<file path="src/rtl/nlq_pkg.sv">
// Shared constants, types and register codes for the note lock qualifier.
package nlq_pkg;

    localparam int WINDOW  = 8;
    localparam int IDX_W   = $clog2(WINDOW);
    localparam int FILL_W  = $clog2(WINDOW + 1);
    localparam int OFF_W   = 16;
    localparam int SUM_W   = OFF_W + $clog2(WINDOW) + 1;
    localparam int HZ_W    = 16;
    localparam int NOTE_W  = 4;
    localparam int CNT_W   = 8;
    localparam int CFG_W   = 8;
    localparam int CFG_IDX_W = 1;
    localparam int QDEPTH  = 2;

    localparam logic [CFG_IDX_W-1:0] CFG_CONFIRM = 1'b0;
    localparam logic [CFG_IDX_W-1:0] CFG_MISS    = 1'b1;

    localparam logic [CFG_W-1:0] CONFIRM_RESET = 8'd3;
    localparam logic [CFG_W-1:0] MISS_RESET    = 8'd3;
    localparam logic [CNT_W-1:0] CNT_MAX       = 8'hFF;

    typedef struct packed {
        logic [CFG_W-1:0] confirm_threshold;
        logic [CFG_W-1:0] miss_threshold;
    } cfg_t;

    // One classified frame on its way from the front to the back.
    typedef struct packed {
        logic                    pitch_seen;
        logic [NOTE_W-1:0]       note_out;
        logic [NOTE_W-1:0]       octave_out;
        logic                    confirmed;
        logic signed [SUM_W-1:0] sum;
        logic [FILL_W-1:0]       fill;
        logic [HZ_W-1:0]         freq_out;
        logic                    locked;
        logic                    changed;
    } job_t;

endpackage

</file>
<file path="src/rtl/nlq_if.sv">
// Channel interfaces for pitch frames in and qualified results out.
interface nlq_frame_if;
    import nlq_pkg::*;
    logic                    valid;
    logic                    ready;
    logic                    pitch_present;
    logic [NOTE_W-1:0]       note_index;
    logic [NOTE_W-1:0]       octave_index;
    logic signed [OFF_W-1:0] semitone_offset;
    logic [HZ_W-1:0]         pitch_hz;

    modport source (output valid, pitch_present, note_index, octave_index,
                    semitone_offset, pitch_hz, input ready);
    modport sink (input valid, pitch_present, note_index, octave_index,
                  semitone_offset, pitch_hz, output ready);
endinterface

interface nlq_result_if;
    import nlq_pkg::*;
    logic                    valid;
    logic                    ready;
    logic                    pitch_seen;
    logic [NOTE_W-1:0]       note_out;
    logic [NOTE_W-1:0]       octave_out;
    logic                    confirmed;
    logic signed [OFF_W-1:0] mean_offset;
    logic [HZ_W-1:0]         freq_out;
    logic                    locked;
    logic                    changed;

    modport source (output valid, pitch_seen, note_out, octave_out, confirmed,
                    mean_offset, freq_out, locked, changed, input ready);
    modport sink (input valid, pitch_seen, note_out, octave_out, confirmed,
                  mean_offset, freq_out, locked, changed, output ready);
endinterface

</file>
<file path="src/rtl/nlq_front.sv">
// Front end: accepts frames, updates hit, miss and lock state and the window.
module nlq_front
    import nlq_pkg::*;
(
    input  logic                    clk,
    input  logic                    rst_n,
    input  cfg_t                    cfg,
    input  logic                    frame_valid,
    output logic                    frame_ready,
    input  logic                    pitch_present,
    input  logic [NOTE_W-1:0]       note_index,
    input  logic [NOTE_W-1:0]       octave_index,
    input  logic signed [OFF_W-1:0] semitone_offset,
    input  logic [HZ_W-1:0]         pitch_hz,
    output logic                    job_valid,
    input  logic                    job_ready,
    output job_t                    job
);

    logic [NOTE_W-1:0]       last_note_reg,   last_note_next;
    logic [NOTE_W-1:0]       last_octave_reg, last_octave_next;
    logic                    last_valid_reg,  last_valid_next;
    logic [CNT_W-1:0]        hit_count_reg,   hit_count_next;
    logic [CNT_W-1:0]        miss_count_reg,  miss_count_next;
    logic                    lock_reg,        lock_next;
    logic [IDX_W-1:0]        head_reg,        head_next;
    logic [FILL_W-1:0]       fill_reg,        fill_next;
    logic signed [SUM_W-1:0] sum_reg,         sum_next;
    logic signed [OFF_W-1:0] window_reg [WINDOW];

    logic                    accept;
    logic                    note_change;
    logic                    win_we;
    logic [IDX_W-1:0]        win_addr;
    logic [FILL_W-1:0]       slot;
    logic signed [SUM_W-1:0] off_ext;
    logic                    confirmed;
    logic                    changed;

    assign frame_ready = job_ready;
    assign job_valid   = frame_valid;
    assign accept      = frame_valid && job_ready;
    assign off_ext     = SUM_W'(semitone_offset);
    assign note_change = !last_valid_reg || (note_index != last_note_reg)
                         || (octave_index != last_octave_reg);

    // Next free slot of the ring, used while the window is not yet full.
    always_comb
    begin
        slot = FILL_W'(head_reg) + fill_reg;
        if (slot >= FILL_W'(WINDOW))
        begin
            slot = slot - FILL_W'(WINDOW);
        end
    end

    always_comb
    begin
        last_note_next   = last_note_reg;
        last_octave_next = last_octave_reg;
        last_valid_next  = last_valid_reg;
        hit_count_next   = hit_count_reg;
        miss_count_next  = miss_count_reg;
        lock_next        = lock_reg;
        head_next        = head_reg;
        fill_next        = fill_reg;
        sum_next         = sum_reg;
        win_we           = 1'b0;
        win_addr         = '0;
        confirmed        = 1'b0;
        changed          = 1'b0;

        // A missed frame, or a pitched frame on a new note.
        if (!pitch_present || note_change)
        begin
            if (miss_count_reg != CNT_MAX)
            begin
                miss_count_next = miss_count_reg + CNT_W'(1);
            end
            if (miss_count_reg >= cfg.miss_threshold)
            begin
                hit_count_next = '0;
                if (lock_reg)
                begin
                    lock_next = 1'b0;
                    head_next = '0;
                    fill_next = '0;
                    sum_next  = '0;
                    changed   = 1'b1;
                end
            end
        end

        if (pitch_present && note_change)
        begin
            last_note_next   = note_index;
            last_octave_next = octave_index;
            last_valid_next  = 1'b1;
            // Clearing the hit count before or after the miss gives the same result.
            hit_count_next   = '0;
            head_next        = '0;
            fill_next        = FILL_W'(1);
            sum_next         = off_ext;
            win_we           = 1'b1;
            win_addr         = '0;
        end
        else if (pitch_present)
        begin
            if (hit_count_reg != CNT_MAX)
            begin
                hit_count_next = hit_count_reg + CNT_W'(1);
            end
            win_we = 1'b1;
            if (fill_reg >= FILL_W'(WINDOW))
            begin
                // Full ring: the oldest entry is overwritten by the new one.
                win_addr = head_reg;
                sum_next = sum_reg - SUM_W'(window_reg[head_reg]) + off_ext;
                if (head_reg == IDX_W'(WINDOW - 1))
                begin
                    head_next = '0;
                end
                else
                begin
                    head_next = head_reg + IDX_W'(1);
                end
            end
            else
            begin
                win_addr  = slot[IDX_W-1:0];
                fill_next = fill_reg + FILL_W'(1);
                sum_next  = sum_reg + off_ext;
            end
            if (hit_count_reg >= cfg.confirm_threshold)
            begin
                miss_count_next = '0;
                lock_next       = 1'b1;
                confirmed       = 1'b1;
                changed         = 1'b1;
            end
        end
    end

    always_comb
    begin
        job.pitch_seen = pitch_present;
        job.note_out   = pitch_present ? note_index   : '0;
        job.octave_out = pitch_present ? octave_index : '0;
        job.confirmed  = confirmed;
        job.sum        = sum_next;
        job.fill       = fill_next;
        job.freq_out   = confirmed ? pitch_hz : '0;
        job.locked     = lock_next;
        job.changed    = changed;
    end

    always_ff @(posedge clk or negedge rst_n)
    begin
        if (!rst_n)
        begin
            last_note_reg   <= '0;
            last_octave_reg <= '0;
            last_valid_reg  <= 1'b0;
            hit_count_reg   <= '0;
            miss_count_reg  <= '0;
            lock_reg        <= 1'b0;
            head_reg        <= '0;
            fill_reg        <= '0;
            sum_reg         <= '0;
        end
        else if (accept)
        begin
            last_note_reg   <= last_note_next;
            last_octave_reg <= last_octave_next;
            last_valid_reg  <= last_valid_next;
            hit_count_reg   <= hit_count_next;
            miss_count_reg  <= miss_count_next;
            lock_reg        <= lock_next;
            head_reg        <= head_next;
            fill_reg        <= fill_next;
            sum_reg         <= sum_next;
        end
    end

    always_ff @(posedge clk)
    begin
        if (accept && win_we)
        begin
            window_reg[win_addr] <= semitone_offset;
        end
    end

endmodule

</file>
<file path="src/rtl/nlq_queue.sv">
// Short FIFO that decouples the front end from the back end.
module nlq_queue
    import nlq_pkg::*;
(
    input  logic clk,
    input  logic rst_n,
    input  logic push_valid,
    output logic push_ready,
    input  job_t push_data,
    output logic pop_valid,
    input  logic pop_ready,
    output job_t pop_data
);

    localparam int PTR_W = $clog2(QDEPTH);
    localparam int CNT_Q = $clog2(QDEPTH + 1);

    job_t             store_reg [QDEPTH];
    logic [PTR_W-1:0] wr_ptr_reg, wr_ptr_next;
    logic [PTR_W-1:0] rd_ptr_reg, rd_ptr_next;
    logic [CNT_Q-1:0] count_reg,  count_next;
    logic             do_push;
    logic             do_pop;

    assign push_ready = (count_reg != CNT_Q'(QDEPTH));
    assign pop_valid  = (count_reg != '0);
    assign pop_data   = store_reg[rd_ptr_reg];
    assign do_push    = push_valid && push_ready;
    assign do_pop     = pop_valid && pop_ready;

    always_comb
    begin
        wr_ptr_next = wr_ptr_reg;
        rd_ptr_next = rd_ptr_reg;
        count_next  = count_reg;
        if (do_push)
        begin
            wr_ptr_next = (wr_ptr_reg == PTR_W'(QDEPTH - 1)) ? '0 : wr_ptr_reg + PTR_W'(1);
        end
        if (do_pop)
        begin
            rd_ptr_next = (rd_ptr_reg == PTR_W'(QDEPTH - 1)) ? '0 : rd_ptr_reg + PTR_W'(1);
        end
        if (do_push && !do_pop)
        begin
            count_next = count_reg + CNT_Q'(1);
        end
        else if (do_pop && !do_push)
        begin
            count_next = count_reg - CNT_Q'(1);
        end
    end

    always_ff @(posedge clk or negedge rst_n)
    begin
        if (!rst_n)
        begin
            wr_ptr_reg <= '0;
            rd_ptr_reg <= '0;
            count_reg  <= '0;
        end
        else
        begin
            wr_ptr_reg <= wr_ptr_next;
            rd_ptr_reg <= rd_ptr_next;
            count_reg  <= count_next;
        end
    end

    always_ff @(posedge clk)
    begin
        if (do_push)
        begin
            store_reg[wr_ptr_reg] <= push_data;
        end
    end

endmodule

</file>
<file path="src/rtl/nlq_back.sv">
// Back end: serial signed division for the window mean and the result register.
module nlq_back
    import nlq_pkg::*;
(
    input  logic                    clk,
    input  logic                    rst_n,
    input  logic                    job_valid,
    output logic                    job_ready,
    input  job_t                    job,
    output logic                    res_valid,
    input  logic                    res_ready,
    output logic                    pitch_seen,
    output logic [NOTE_W-1:0]       note_out,
    output logic [NOTE_W-1:0]       octave_out,
    output logic                    confirmed,
    output logic signed [OFF_W-1:0] mean_offset,
    output logic [HZ_W-1:0]         freq_out,
    output logic                    locked,
    output logic                    changed
);

    localparam int STEP_W = $clog2(SUM_W);

    typedef enum logic [0:0] {ST_IDLE, ST_DIV} state_t;

    state_t              state_reg;
    job_t                job_reg;
    logic [SUM_W-1:0]    quo_reg;
    logic [FILL_W-1:0]   rem_reg;
    logic                neg_reg;
    logic [STEP_W-1:0]   step_reg;
    logic                res_valid_reg;
    logic                pitch_seen_reg;
    logic [NOTE_W-1:0]   note_out_reg;
    logic [NOTE_W-1:0]   octave_out_reg;
    logic                confirmed_reg;
    logic [OFF_W-1:0]    mean_offset_reg;
    logic [HZ_W-1:0]     freq_out_reg;
    logic                locked_reg;
    logic                changed_reg;

    logic                take;
    logic                res_load;
    logic [SUM_W-1:0]    sum_mag;
    logic [FILL_W:0]     rem_shift;
    logic                fits;
    logic [FILL_W-1:0]   rem_next;
    logic [SUM_W-1:0]    quo_next;
    logic [SUM_W-1:0]    quo_signed;

    assign job_ready = (state_reg == ST_IDLE) && (!res_valid_reg || res_ready);
    assign take      = job_valid && job_ready;
    assign sum_mag   = job.sum[SUM_W-1] ? SUM_W'(-job.sum) : SUM_W'(job.sum);

    // A new result is loaded either straight from a job that does not confirm or at
    // the last step of the division.
    assign res_load  = (state_reg == ST_IDLE) ? (take && !job.confirmed)
                                              : (step_reg == STEP_W'(SUM_W - 1));

    // One restoring step: bring in the next dividend bit and try the divisor.
    always_comb
    begin
        rem_shift  = {rem_reg, quo_reg[SUM_W-1]};
        fits       = (rem_shift >= {1'b0, job_reg.fill});
        rem_next   = fits ? FILL_W'(rem_shift - {1'b0, job_reg.fill}) : rem_shift[FILL_W-1:0];
        quo_next   = {quo_reg[SUM_W-2:0], fits};
        quo_signed = neg_reg ? (-quo_next) : quo_next;
    end

    always_ff @(posedge clk or negedge rst_n)
    begin
        if (!rst_n)
        begin
            state_reg     <= ST_IDLE;
            res_valid_reg <= 1'b0;
            step_reg      <= '0;
        end
        else
        begin
            if (res_load)
            begin
                res_valid_reg <= 1'b1;
            end
            else if (res_ready)
            begin
                res_valid_reg <= 1'b0;
            end
            unique case (state_reg)
                ST_IDLE:
                begin
                    if (take)
                    begin
                        job_reg <= job;
                        if (job.confirmed)
                        begin
                            quo_reg   <= sum_mag;
                            rem_reg   <= '0;
                            neg_reg   <= job.sum[SUM_W-1];
                            step_reg  <= '0;
                            state_reg <= ST_DIV;
                        end
                        else
                        begin
                            pitch_seen_reg  <= job.pitch_seen;
                            note_out_reg    <= job.note_out;
                            octave_out_reg  <= job.octave_out;
                            confirmed_reg   <= 1'b0;
                            mean_offset_reg <= '0;
                            freq_out_reg    <= job.freq_out;
                            locked_reg      <= job.locked;
                            changed_reg     <= job.changed;
                        end
                    end
                end
                ST_DIV:
                begin
                    quo_reg  <= quo_next;
                    rem_reg  <= rem_next;
                    step_reg <= step_reg + STEP_W'(1);
                    if (step_reg == STEP_W'(SUM_W - 1))
                    begin
                        pitch_seen_reg  <= job_reg.pitch_seen;
                        note_out_reg    <= job_reg.note_out;
                        octave_out_reg  <= job_reg.octave_out;
                        confirmed_reg   <= 1'b1;
                        mean_offset_reg <= quo_signed[OFF_W-1:0];
                        freq_out_reg    <= job_reg.freq_out;
                        locked_reg      <= job_reg.locked;
                        changed_reg     <= job_reg.changed;
                        state_reg       <= ST_IDLE;
                    end
                end
                default:
                begin
                    state_reg <= ST_IDLE;
                end
            endcase
        end
    end

    assign res_valid   = res_valid_reg;
    assign pitch_seen  = pitch_seen_reg;
    assign note_out    = note_out_reg;
    assign octave_out  = octave_out_reg;
    assign confirmed   = confirmed_reg;
    assign mean_offset = mean_offset_reg;
    assign freq_out    = freq_out_reg;
    assign locked      = locked_reg;
    assign changed     = changed_reg;

endmodule

</file>
<file path="src/rtl/note_lock_qualifier.sv">
// Top level of the note lock qualifier: configuration registers, front, queue and back.
//
// Each frame transfer carries one pitch estimate. The front end takes a frame in
// every cycle in which the two-entry queue has room, and in that same cycle decides
// whether the frame is a hit, a miss or a note change, updates the hit and miss
// counters, the lock flag and the eight-entry offset window with its running sum.
// The back end turns each classified frame into one result transfer held in an
// output register. A frame that does not confirm the note goes from the queue
// into the output register when the back end takes it, and such frames can follow
// one per cycle while the receiver takes each result. A confirming frame needs the
// window mean, which the back end works out with a restoring divider that produces
// one quotient bit per cycle; its result is loaded into the output register at the
// last division step, and the back end takes no new frame until then. The queue
// lets the front end keep taking frames during a division while it has room.
// Thresholds are written through the plain write port (index 0 confirm threshold,
// index 1 miss threshold, both reset to 3) and take effect for the next frame; they
// are to be written only while the block is idle.
module note_lock_qualifier
    import nlq_pkg::*;
(
    input  logic                 clk,
    input  logic                 rst_n,
    input  logic                 cfg_we,
    input  logic [CFG_IDX_W-1:0] cfg_index,
    input  logic [CFG_W-1:0]     cfg_data,
    nlq_frame_if.sink            frame,
    nlq_result_if.source         result
);

    cfg_t cfg_reg;
    logic push_valid;
    logic push_ready;
    job_t push_data;
    logic pop_valid;
    logic pop_ready;
    job_t pop_data;

    // The threshold registers live here so that both can be read by the front end.
    always_ff @(posedge clk or negedge rst_n)
    begin
        if (!rst_n)
        begin
            cfg_reg.confirm_threshold <= CONFIRM_RESET;
            cfg_reg.miss_threshold    <= MISS_RESET;
        end
        else if (cfg_we)
        begin
            if (cfg_index == CFG_CONFIRM)
            begin
                cfg_reg.confirm_threshold <= cfg_data;
            end
            if (cfg_index == CFG_MISS)
            begin
                cfg_reg.miss_threshold <= cfg_data;
            end
        end
    end

    nlq_front u_front (
        .clk             (clk),
        .rst_n           (rst_n),
        .cfg             (cfg_reg),
        .frame_valid     (frame.valid),
        .frame_ready     (frame.ready),
        .pitch_present   (frame.pitch_present),
        .note_index      (frame.note_index),
        .octave_index    (frame.octave_index),
        .semitone_offset (frame.semitone_offset),
        .pitch_hz        (frame.pitch_hz),
        .job_valid       (push_valid),
        .job_ready       (push_ready),
        .job             (push_data)
    );

    nlq_queue u_queue (
        .clk        (clk),
        .rst_n      (rst_n),
        .push_valid (push_valid),
        .push_ready (push_ready),
        .push_data  (push_data),
        .pop_valid  (pop_valid),
        .pop_ready  (pop_ready),
        .pop_data   (pop_data)
    );

    nlq_back u_back (
        .clk         (clk),
        .rst_n       (rst_n),
        .job_valid   (pop_valid),
        .job_ready   (pop_ready),
        .job         (pop_data),
        .res_valid   (result.valid),
        .res_ready   (result.ready),
        .pitch_seen  (result.pitch_seen),
        .note_out    (result.note_out),
        .octave_out  (result.octave_out),
        .confirmed   (result.confirmed),
        .mean_offset (result.mean_offset),
        .freq_out    (result.freq_out),
        .locked      (result.locked),
        .changed     (result.changed)
    );

    // A confirming result always reports the lock as held and as a change.
    assert property (@(posedge clk) disable iff (!rst_n)
        result.valid && result.confirmed |-> result.locked && result.changed)
    else $error("confirmed result without lock or change flag");

    // Mean and frequency are only non-zero on a confirming result.
    assert property (@(posedge clk) disable iff (!rst_n)
        result.valid && !result.confirmed |-> result.mean_offset == '0 && result.freq_out == '0)
    else $error("mean or frequency set on a result that did not confirm");

    // A frame without a pitch reports no note and cannot confirm.
    assert property (@(posedge clk) disable iff (!rst_n)
        result.valid && !result.pitch_seen
        |-> result.note_out == '0 && result.octave_out == '0 && !result.confirmed)
    else $error("unpitched frame reported a note or a confirmation");

    // The queue never offers a job that the front end did not put there.
    assert property (@(posedge clk) disable iff (!rst_n)
        !pop_valid && !(push_valid && push_ready) |=> !pop_valid)
    else $error("queue produced a job from nothing");

endmodule

</file>
<file path="src/flat_wrapper.sv">
// flat-port wrapper written by rule: the top's interface ports become plain ports
module note_lock_qualifier_flat import nlq_pkg::*;
  (clk, rst_n, cfg_we, cfg_index, cfg_data, frame_valid, frame_pitch_present, frame_note_index, frame_octave_index, frame_semitone_offset, frame_pitch_hz, frame_ready, result_valid, result_pitch_seen, result_note_out, result_octave_out, result_confirmed, result_mean_offset, result_freq_out, result_locked, result_changed, result_ready);
  nlq_frame_if frame_i ();
  nlq_result_if result_i ();
  input  logic clk;
  input  logic rst_n;
  input  logic cfg_we;
  input  logic [CFG_IDX_W-1:0] cfg_index;
  input  logic [CFG_W-1:0] cfg_data;
  input wire logic [$bits(frame_i.valid)-1:0] frame_valid;
  input wire logic [$bits(frame_i.pitch_present)-1:0] frame_pitch_present;
  input wire logic [$bits(frame_i.note_index)-1:0] frame_note_index;
  input wire logic [$bits(frame_i.octave_index)-1:0] frame_octave_index;
  input wire logic [$bits(frame_i.semitone_offset)-1:0] frame_semitone_offset;
  input wire logic [$bits(frame_i.pitch_hz)-1:0] frame_pitch_hz;
  output wire logic [$bits(frame_i.ready)-1:0] frame_ready;
  output wire logic [$bits(result_i.valid)-1:0] result_valid;
  output wire logic [$bits(result_i.pitch_seen)-1:0] result_pitch_seen;
  output wire logic [$bits(result_i.note_out)-1:0] result_note_out;
  output wire logic [$bits(result_i.octave_out)-1:0] result_octave_out;
  output wire logic [$bits(result_i.confirmed)-1:0] result_confirmed;
  output wire logic [$bits(result_i.mean_offset)-1:0] result_mean_offset;
  output wire logic [$bits(result_i.freq_out)-1:0] result_freq_out;
  output wire logic [$bits(result_i.locked)-1:0] result_locked;
  output wire logic [$bits(result_i.changed)-1:0] result_changed;
  input wire logic [$bits(result_i.ready)-1:0] result_ready;
  assign frame_i.valid = frame_valid;
  assign frame_i.pitch_present = frame_pitch_present;
  assign frame_i.note_index = frame_note_index;
  assign frame_i.octave_index = frame_octave_index;
  assign frame_i.semitone_offset = frame_semitone_offset;
  assign frame_i.pitch_hz = frame_pitch_hz;
  assign frame_ready = frame_i.ready;
  assign result_valid = result_i.valid;
  assign result_pitch_seen = result_i.pitch_seen;
  assign result_note_out = result_i.note_out;
  assign result_octave_out = result_i.octave_out;
  assign result_confirmed = result_i.confirmed;
  assign result_mean_offset = result_i.mean_offset;
  assign result_freq_out = result_i.freq_out;
  assign result_locked = result_i.locked;
  assign result_changed = result_i.changed;
  assign result_i.ready = result_ready;
  note_lock_qualifier u_core (.clk(clk), .rst_n(rst_n), .cfg_we(cfg_we), .cfg_index(cfg_index), .cfg_data(cfg_data), .frame(frame_i), .result(result_i));
endmodule
</file>
<file path="config.mk">
export PLATFORM = sky130hd
export DESIGN_NAME = note_lock_qualifier_flat
export DESIGN_NICKNAME = d
export VERILOG_FILES = /design/src/rtl/nlq_pkg.sv /design/src/rtl/nlq_if.sv /design/src/rtl/nlq_front.sv /design/src/rtl/nlq_queue.sv /design/src/rtl/nlq_back.sv /design/src/rtl/note_lock_qualifier.sv /design/src/flat_wrapper.sv
export SDC_FILE = /design/constraint.sdc
export NUM_CORES = 1
export LEC_CHECK = 0
export BUFFER_PORTS_ARGS = -buffer_cell sky130_fd_sc_hd__buf_2
export CAP_MARGIN = 40
export CORE_ASPECT_RATIO = 2
export CORE_UTILIZATION = 30
export DETAILED_ROUTE_END_ITERATION = 12
export GPL_TIMING_DRIVEN = 1
export PLACE_DENSITY = 0.48
export SYNTH_ARGS = -nofsm -noshare
export SYNTH_HDL_FRONTEND = slang
export SYNTH_SLANG_ARGS = --single-unit
</file>
<file path="constraint.sdc">
create_clock -name clk -period 6.57 [get_ports clk]
set_clock_uncertainty 0.15 [all_clocks]
set_input_delay 1.314 -clock clk [delete_from_list [all_inputs] [get_ports clk]]
set_output_delay 1.314 -clock clk [all_outputs]
set_load 0.02 [all_outputs]
</file>
==> key figures, run 1 <==
Synth
  • Proportion of synthesized chip area in sequential cells: 0.5761
  • Synth top cells by count: 332 x sky130_fd_sc_hd__edfxtp_1, 162 x sky130_fd_sc_hd__nand2_1, 109 x sky130_fd_sc_hd__inv_1
  • Synth warn: 0
  • Leading post-synthesis cells by cell area: sky130_fd_sc_hd__edfxtp_1 48%, sky130_fd_sc_hd__dfrtp_1 9.1%, sky130_fd_sc_hd__mux2_2 4.6%
  • Fraction of synthesized cell area taken by the top area cell type: 0.4796
  • Mean post-synth cell area: 12.57 um2
  • Syn nets: 1802
  • Synthesized instance count: 1654
  • FFs w/ async S/R, synth: 0.1942
  • Netlist Area Pre-Place: 20790 um2
  • Synth area leader: sky130_fd_sc_hd__edfxtp_1
  • Count of unique library cells instantiated by Yosys: 81
  • Most frequent cell after synthesis: sky130_fd_sc_hd__edfxtp_1
  • Main synth FF type: sky130_fd_sc_hd__edfxtp_1
  • Number of enable-type register cells in the synthesized netlist: 332
  • #FFs+latches synth: 412

Timing
  • Worst slew pin tran: 0.9546 ns
  • Worst slew margin relative to its limit: 0.3593
  • Hold Violations, Final: 0
  • Final worst-path setup slack: 1.562 ns
  • Ratio of final minimum period to clock period: 0.7622
  • RSZ-0062 raised after global routing: no
  • FMAX: 199.7 MHz
  • Final Critical Period: 5.008 ns
  • Setup TNS: 0 ns
  • Final Slew Violations: 0
  • Total of endpoints with negative setup slack in the final report: 0

Placed design
  • Placed Instances: 2624
  • Worst slack at placement: 1.520 ns
  • Final weighted congestion in routability-driven placement: 0.8749
  • Post-DP HPWL: 39.01 mm
  • Count of input and output buffers: 100

Power
  • Worst supply voltage drop on vdd: 0.1703 mV
  • Power per Cell Area: 427.6 nW/um2
  • Pleak: 0.009038 uW

Routing
  • Routed WL per cell: 19.75 um
  • Via count of the routed design: 13.23k
  • Final routed DRC violation total: 0
  • DR vias/cell: 4.908
  • 1st-iter DRT viols: 746
  • Number of detailed-routing iterations run before antenna repair: 5
  • Total wire length after detailed routing: 53.25 mm
  • Post-DRT Antenna Nets: 0

Floorplan
  • Number of ports placed on the die boundary: 101
  • Placeable core area: 68580 um2
  • Die boundary width: 188.1 um
  • Initial standard-cell utilization of the core: 0.3031
  • Die height: 374.3 um
  • Floorplan die area: 70410 um2
  • Standard-cell rows: 136

Clock network
  • Register clock-pin slew on the reported worst setup and hold paths: 0.07 ns
  • CTS Buf Count: 39
  • Clock tree from TritonCTS: done
  • Deepest clock path buffer count: 3
  • Number of gates resized after CTS: 0
  • Number of clock sinks: 412
  • Clock Root Buffer: sky130_fd_sc_hd__clkbuf_16
  • # hold bufs at CTS: 0
  • Maximum level of the CTS H-tree: 2
  • Clock insertion delay at the later pin of the skew report: 0.57 ns
  • Number of setup buffers added after CTS: 0

Cells and area
  • Share of final-layout standard cells stronger than drive strength 1: 0.1923
  • Layout-stage area growth over the synthesis result: 14.40%
  • Total Nets Final: 1916
  • Non-Filler Instances: 2696
  • N_diodes: 0
  • Number of flip-flops in the largest register: 128
  • Total of fill cells in the finished design: 6751

Global routing
  • Number of global-route vias before repair: 14.14k
  • Maximum number of pins on one net before global-route repair: 51
  • Global-route wire length before repair: 82.72 mm
  • Antenna violations before repair: 0
  • Overflow left after global routing: 0
  • GRT Util Overall: 0.1536

Job
  • Total of max-cap violations: 0

Hold path
  • Hold WC Path Type: flop to flop
  • Startpoint of the most critical hold path: u_core.u_front.last_valid_reg

Critical path
  • Crit path capture type: flop
  • Top fanout value on the critical path: 20
  • Worst setup path startpoint: u_core.u_front.head_reg[0]
  • Origin of the critical flop-to-flop path: u_core.u_front.head_reg[0]
  • Kind of critical path: flop to flop
  • Nature of the critical path startpoint: flop
  • Required time at the endpoint of the critical path: 6.71 ns
  • Arrival time of the worst setup path: 5.15 ns

Status
  • Outcome: finished clean
## final cells by class
| cell class | instances | area, um2 | share of cell area |
|---|---|---|---|
| Multi-Input combinational cell | 1071 | 8185 | 0.3442 |
| Tap cell | 897 | 1122 | 0.04719 |
| Clock buffer | 46 | 1044 | 0.04388 |
| Sequential cell | 412 | 11980 | 0.5037 |
| Inverter | 110 | 412.9 | 0.01736 |
| Timing Repair Buffer | 134 | 818.3 | 0.03441 |
| Clock inverter | 26 | 220.2 | 0.009260 |
## metrics by stage
stage	utilization	instance area [um2]	hold slack [ns]	total power (uW)
floorplan	-	20790	0.2846	6798
global placement	0.3271	22430	0.3005	7906
detailed placement	0.3284	22520	0.3052	7968
CTS	0.3468	23780	0.3221	10310
global route	0.3468	23780	0.3581	10850
finish	0.3468	23780	0.3166	10170
## metal layers
layer  vias up  GRT usage  part of all wire
met1      6549     0.1546              0.37
met5         -          0                 0
met2       270     0.2967              0.55
met3       113    0.02008             0.031
li1       6300          -                 -
met4         0    0.08744             0.054
## report_power, final
part / internal [uW] / switching (uW) / leakage (uW) / total, uW
logic: 1620 / 2410 / 0.00440 / 4030
clock network: 1230 / 1050 / 0.000600 / 2280
registers: 3490 / 365 / 0.00404 / 3860
total: 6350 / 3820 / 0.00904 / 10200
## kinds of logic (layout without fill, tap and decap cells)
group                    count (synthesis)  count (layout)  synth area share
flip-flops                             412             412            0.5761
XOR/XNOR                                85              85           0.03581
AO/OA/AOI/OAI                          332             332            0.1030
buffers and inverters                  171             316           0.03274
AND/OR/NAND/NOR                        415             415           0.09372
multiplexers                           146             146           0.09462
adder cells (fa/ha/maj)                 93              93           0.06392
## worst paths after layout
path / depth (start not counted) / slack (ns) / end
min in group asynchronous: 1 / 0.58 / u_core.cfg_reg[2]
worst min-delay path: 1 / 0.32 / u_core.u_front.last_valid_reg
worst min register to register: 1 / 0.32 / u_core.u_front.last_valid_reg
max in group asynchronous: 2 / 4.54 / u_core.u_front.sum_reg[9]
worst max-delay path: 13 / 1.56 / u_core.u_queue.store_reg[1][41]
worst max register to register: 13 / 1.56 / u_core.u_queue.store_reg[1][41]
## cell usage in the layout, fill, tap and decap left out, drive strengths merged, types with 6 or more instances in the layout
cell        n
edfxtp    332
nand2     163
buf       134
inv       114
o21ai     111
nor2       96
mux2       84
dfrtp      76
ha         71
a21oi      65
clkbuf     46
xnor2      44
xor2       41
and2       33
mux4       32
mux2i      30
nor3       24
a21o       23
fa         22
nand3      18
a31oi      17
nand4      14
o31ai      14
nand2b     13
clkinv     13
o21bai     12
or3        12
o21a       11
and3       11
a211oi     11
o211ai     10
nor2b       9
a22oi       8
clkinvlp    7
a22o        6
## critical path, stage by stage (launching register included)
cell                        delay [ns]
sky130_fd_sc_hd__dfrtp_2          0.70
sky130_fd_sc_hd__buf_4            0.47
sky130_fd_sc_hd__mux4_2           0.56
sky130_fd_sc_hd__mux2i_1          0.18
sky130_fd_sc_hd__fa_1             0.44
sky130_fd_sc_hd__ha_1             0.38
sky130_fd_sc_hd__nand3_1          0.12
sky130_fd_sc_hd__o211ai_2         0.30
sky130_fd_sc_hd__a31oi_2          0.21
sky130_fd_sc_hd__a21oi_1          0.54
sky130_fd_sc_hd__nand4bb_1        0.22
sky130_fd_sc_hd__a31oi_1          0.10
sky130_fd_sc_hd__a31oi_1          0.22
sky130_fd_sc_hd__o211ai_1         0.13
Power figures use the tool's default switching activity.
==> inputs of run 2 (changes only) <==
- clock period: 6.57 -> 5 ns (I/O delays scaled with it)
==> key figures, run 2 (synthesis results as in run 1) <==
Status
  • Outcome: finished clean (unchanged)

Clock network
  • CTS Buf Count: 38 (was 39)
  • Clock Root Buffer: sky130_fd_sc_hd__clkbuf_16 (unchanged)
  • Clock tree from TritonCTS: done (unchanged)
  • Number of clock sinks: 412 (unchanged)
  • Clock insertion delay at the later pin of the skew report: 0.57 ns (about the same)
  • Number of setup buffers added after CTS: 0 (unchanged)
  • Deepest clock path buffer count: 3 (unchanged)
  • Register clock-pin slew on the reported worst setup and hold paths: 0.08 ns (was 0.07 ns)
  • Maximum level of the CTS H-tree: 2 (unchanged)

Routing
  • Total wire length after detailed routing: 53.85 mm (was 53.25 mm)
  • Via count of the routed design: 13.31k (was 13.23k)
  • DR vias/cell: 4.917 (was 4.908)
  • Post-DRT Antenna Nets: 0 (unchanged)
  • Routed WL per cell: 19.90 um (was 19.75 um)
  • Met2 wire length: 30.06 mm (was 29.26 mm)
  • Top routing layer used: met4 (unchanged)
  • 1st-iter DRT viols: 622 (was 746)
  • Final routed DRC violation total: 0 (unchanged)
  • Metal1 wirelength: 18.96 mm (was 19.44 mm)
  • Number of detailed-routing iterations run before antenna repair: 5 (unchanged)
  • Met3 routed WL: 1.769 mm (was 1.666 mm)

Cells and area
  • Post-Layout Inst Area: 23930 um2 (was 23780 um2)
  • Area of all sequential standard cells: 11980 um2 (about the same)
  • Area of combinational cells with multiple inputs: 8185 um2 (unchanged)
  • Layout-stage area growth over the synthesis result: 15.13% (was 14.40%)
  • Most frequent standard cell in the layout excluding fill and tap cells: sky130_fd_sc_hd__edfxtp_1 (unchanged)
  • Leading cell types in the layout, fill and taps excluded: 332 x sky130_fd_sc_hd__edfxtp_1, 162 x sky130_fd_sc_hd__nand2_1, 108 x sky130_fd_sc_hd__inv_1, 107 x sky130_fd_sc_hd__o21ai_0, 100 x sky130_fd_sc_hd__buf_2 (was 332 x sky130_fd_sc_hd__edfxtp_1, 162 x sky130_fd_sc_hd__nand2_1, 108 x sky130_fd_sc_hd__inv_1, 108 x sky130_fd_sc_hd__o21ai_0, 99 x sky130_fd_sc_hd__buf_2)
  • Non-Filler Instances: 2706 (was 2696)
  • Share of final-layout standard cells stronger than drive strength 1: 0.1975 (was 0.1923)
  • Final cell utilization of the core: 0.3490 (was 0.3468)
  • Total of fill cells in the finished design: 6714 (was 6751)
  • Total Nets Final: 1928 (was 1916)
  • Number of flip-flops in the largest register: 128 (unchanged)

Critical path
  • Reg2reg end: u_core.u_queue.store_reg[0][41] (was u_core.u_queue.store_reg[1][41])
  • Origin of the critical flop-to-flop path: u_core.u_front.head_reg[0] (unchanged)
  • Nature of the critical path startpoint: flop (unchanged)
  • Kind of critical path: flop to flop (unchanged)
  • Cell type of the slowest stage on the worst timing path: sky130_fd_sc_hd__dfrtp_4 (was sky130_fd_sc_hd__dfrtp_2)
  • Cell class contributing the biggest share of worst-path delay: compound AO/OA/AOI/OAI gates (unchanged)
  • Arrival time of the worst setup path: 4.86 ns (was 5.15 ns)
  • Cell breakdown of the critical path: buf_12, mux4_2, nand2_1, and2_1, inv_1, fa_1, inv_1, ha_1, a21o_1, a31oi_1, nand4b_1, o21ai_0, a21oi_1, a31oi_1, a31oi_1, o211ai_1 (was buf_4, mux4_2, mux2i_1, fa_1, ha_1, nand3_1, o211ai_2, a31oi_2, a21oi_1, nand4bb_1, a31oi_1, a31oi_1, o211ai_1)
  • Top fanout value on the critical path: 26 (was 20)
  • Critical Path Most Common Cell: sky130_fd_sc_hd__a31oi_1 (unchanged)
  • Required time at the endpoint of the critical path: 5.23 ns (was 6.71 ns)
  • Total number of cells along the worst setup path: 16 (was 13)
  • Crit path capture type: flop (unchanged)
  • Worst path bufs/invs: 3 (was 1)
  • Cell count of the worst reg-to-reg path: 16 (was 13)
  • Setup slack of the most critical reg-to-reg path: 0.37 ns (was 1.56 ns)
  • Largest incremental delay on the critical path: 0.58 ns (was 0.70 ns)

Placed design
  • Final weighted congestion in routability-driven placement: 0.8670 (was 0.8749)
  • Standard cell area after detailed placement: 22590 um2 (was 22520 um2)
  • Placed Instances: 2637 (was 2624)
  • Post-DP HPWL: 39.54 mm (was 39.01 mm)
  • Count of input and output buffers: 100 (unchanged)

Hold path
  • Hold WC Path Type: primary input to asynchronous set/reset pin (was flop to flop)

Timing
  • Final Slew Violations: 0 (unchanged)
  • Total of endpoints with negative setup slack in the final report: 0 (unchanged)
  • Hold Violations, Final: 0 (unchanged)
  • Setup TNS: 0 ns (unchanged)
  • RSZ-0062 raised after global routing: no (unchanged)
  • Worst slew margin relative to its limit: 0.4337 (was 0.3593)
  • Ratio of final minimum period to clock period: 0.9256 (was 0.7622)
  • Worst slew pin tran: 0.8430 ns (was 0.9546 ns)
  • Final Critical Period: 4.628 ns (was 5.008 ns)
  • FMAX: 216.1 MHz (was 199.7 MHz)

Floorplan
  • Placeable core area: 68580 um2 (unchanged)
  • Initial standard-cell utilization of the core: 0.3031 (unchanged)
  • Standard-cell rows: 136 (unchanged)
  • Die boundary width: 188.1 um (unchanged)
  • Floorplan die area: 70410 um2 (unchanged)
  • Number of ports placed on the die boundary: 101 (unchanged)
  • Die height: 374.3 um (unchanged)

Global routing
  • Global-route wire length before repair: 83.08 mm (was 82.72 mm)
  • Maximum number of pins on one net before global-route repair: 53 (was 51)
  • GRT Util Overall: 0.1549 (was 0.1536)
  • Antenna violations before repair: 1 (was 0)
  • Number of global-route vias before repair: 14.21k (was 14.14k)
  • Overflow left after global routing: 0 (unchanged)

Job
  • Total of max-cap violations: 0 (unchanged)

Power
  • Power per Cell Area: 568.0 nW/um2 (was 427.6 nW/um2)
  • Pleak: 0.009141 uW (was 0.009038 uW)
  • Worst supply voltage drop on vdd: 0.2396 mV (was 0.1703 mV)
## run 2: cell count changes in the layout (fill, tap and decap cells not counted), moves of 2 or more
cell,before,now
sky130_fd_sc_hd__buf_12,1,3
sky130_fd_sc_hd__buf_16,2,0
sky130_fd_sc_hd__buf_4,31,43
sky130_fd_sc_hd__bufinv_16,2,6
sky130_fd_sc_hd__clkbuf_1,4,2
sky130_fd_sc_hd__clkinv_4,0,4
sky130_fd_sc_hd__clkinvlp_4,7,1
sky130_fd_sc_hd__inv_6,5,1
## run 2: per-layer routing
layer | vias up | global-route usage
met2 | 308 | 0.3040
met3 | 119 | 0.01914
met4 | 0 | 0.08866
met1 | 6560 | 0.1523
met5 | - | 0
li1 | 6319 | -
## run 2: worst max path at each step
| stage | start | endpoint |
|---|---|---|
| detailed placement | u_core.u_front.head_reg[0] | u_core.u_queue.store_reg[0][41] |
| finish | u_core.u_front.head_reg[0] | u_core.u_queue.store_reg[0][41] |
| global placement | u_core.u_front.head_reg[0] | u_core.u_queue.store_reg[0][41] |
| global route | u_core.u_front.head_reg[0] | u_core.u_queue.store_reg[0][38] |
| CTS | u_core.u_front.head_reg[0] | u_core.u_queue.store_reg[0][41] |
| floorplan | u_core.u_front.head_reg[0] | u_core.u_queue.store_reg[0][38] |
## run 2: layout make-up
| cell class | count | area share |
|---|---|---|
| Antenna cell | 1 | 0.0001046 |
| Timing Repair Buffer | 147 | 0.03738 |
| Multi-Input combinational cell | 1071 | 0.3420 |
| Sequential cell | 412 | 0.5006 |
| Tap cell | 897 | 0.04689 |
| Clock inverter | 25 | 0.01302 |
| Clock buffer | 43 | 0.04271 |
| Inverter | 110 | 0.01725 |
## run 2: what timing repair did
item                                    4_1_cts  5_1_grt
hold buffers                                  0        0
resized for setup                             0        3
endpoints found under the setup margin        0        4
## run 2: where the power goes
group          switching (uW)  internal, uW
combinational            3200          2190
clock                    1340          1800
sequential                471          4590
total                    5020          8580
## run 2: through the flow
step / setup slack, ns / hold WS [ns] / power [uW]
CTS: 0.2083 / 0.2454 / 13800
global placement: 0.2959 / 0.3086 / 10480
global route: 0.07506 / 0.2750 / 14500
finish: 0.3720 / 0.2536 / 13590
detailed placement: 0.2689 / 0.3122 / 10590
floorplan: 0.3768 / 0.2846 / 8932
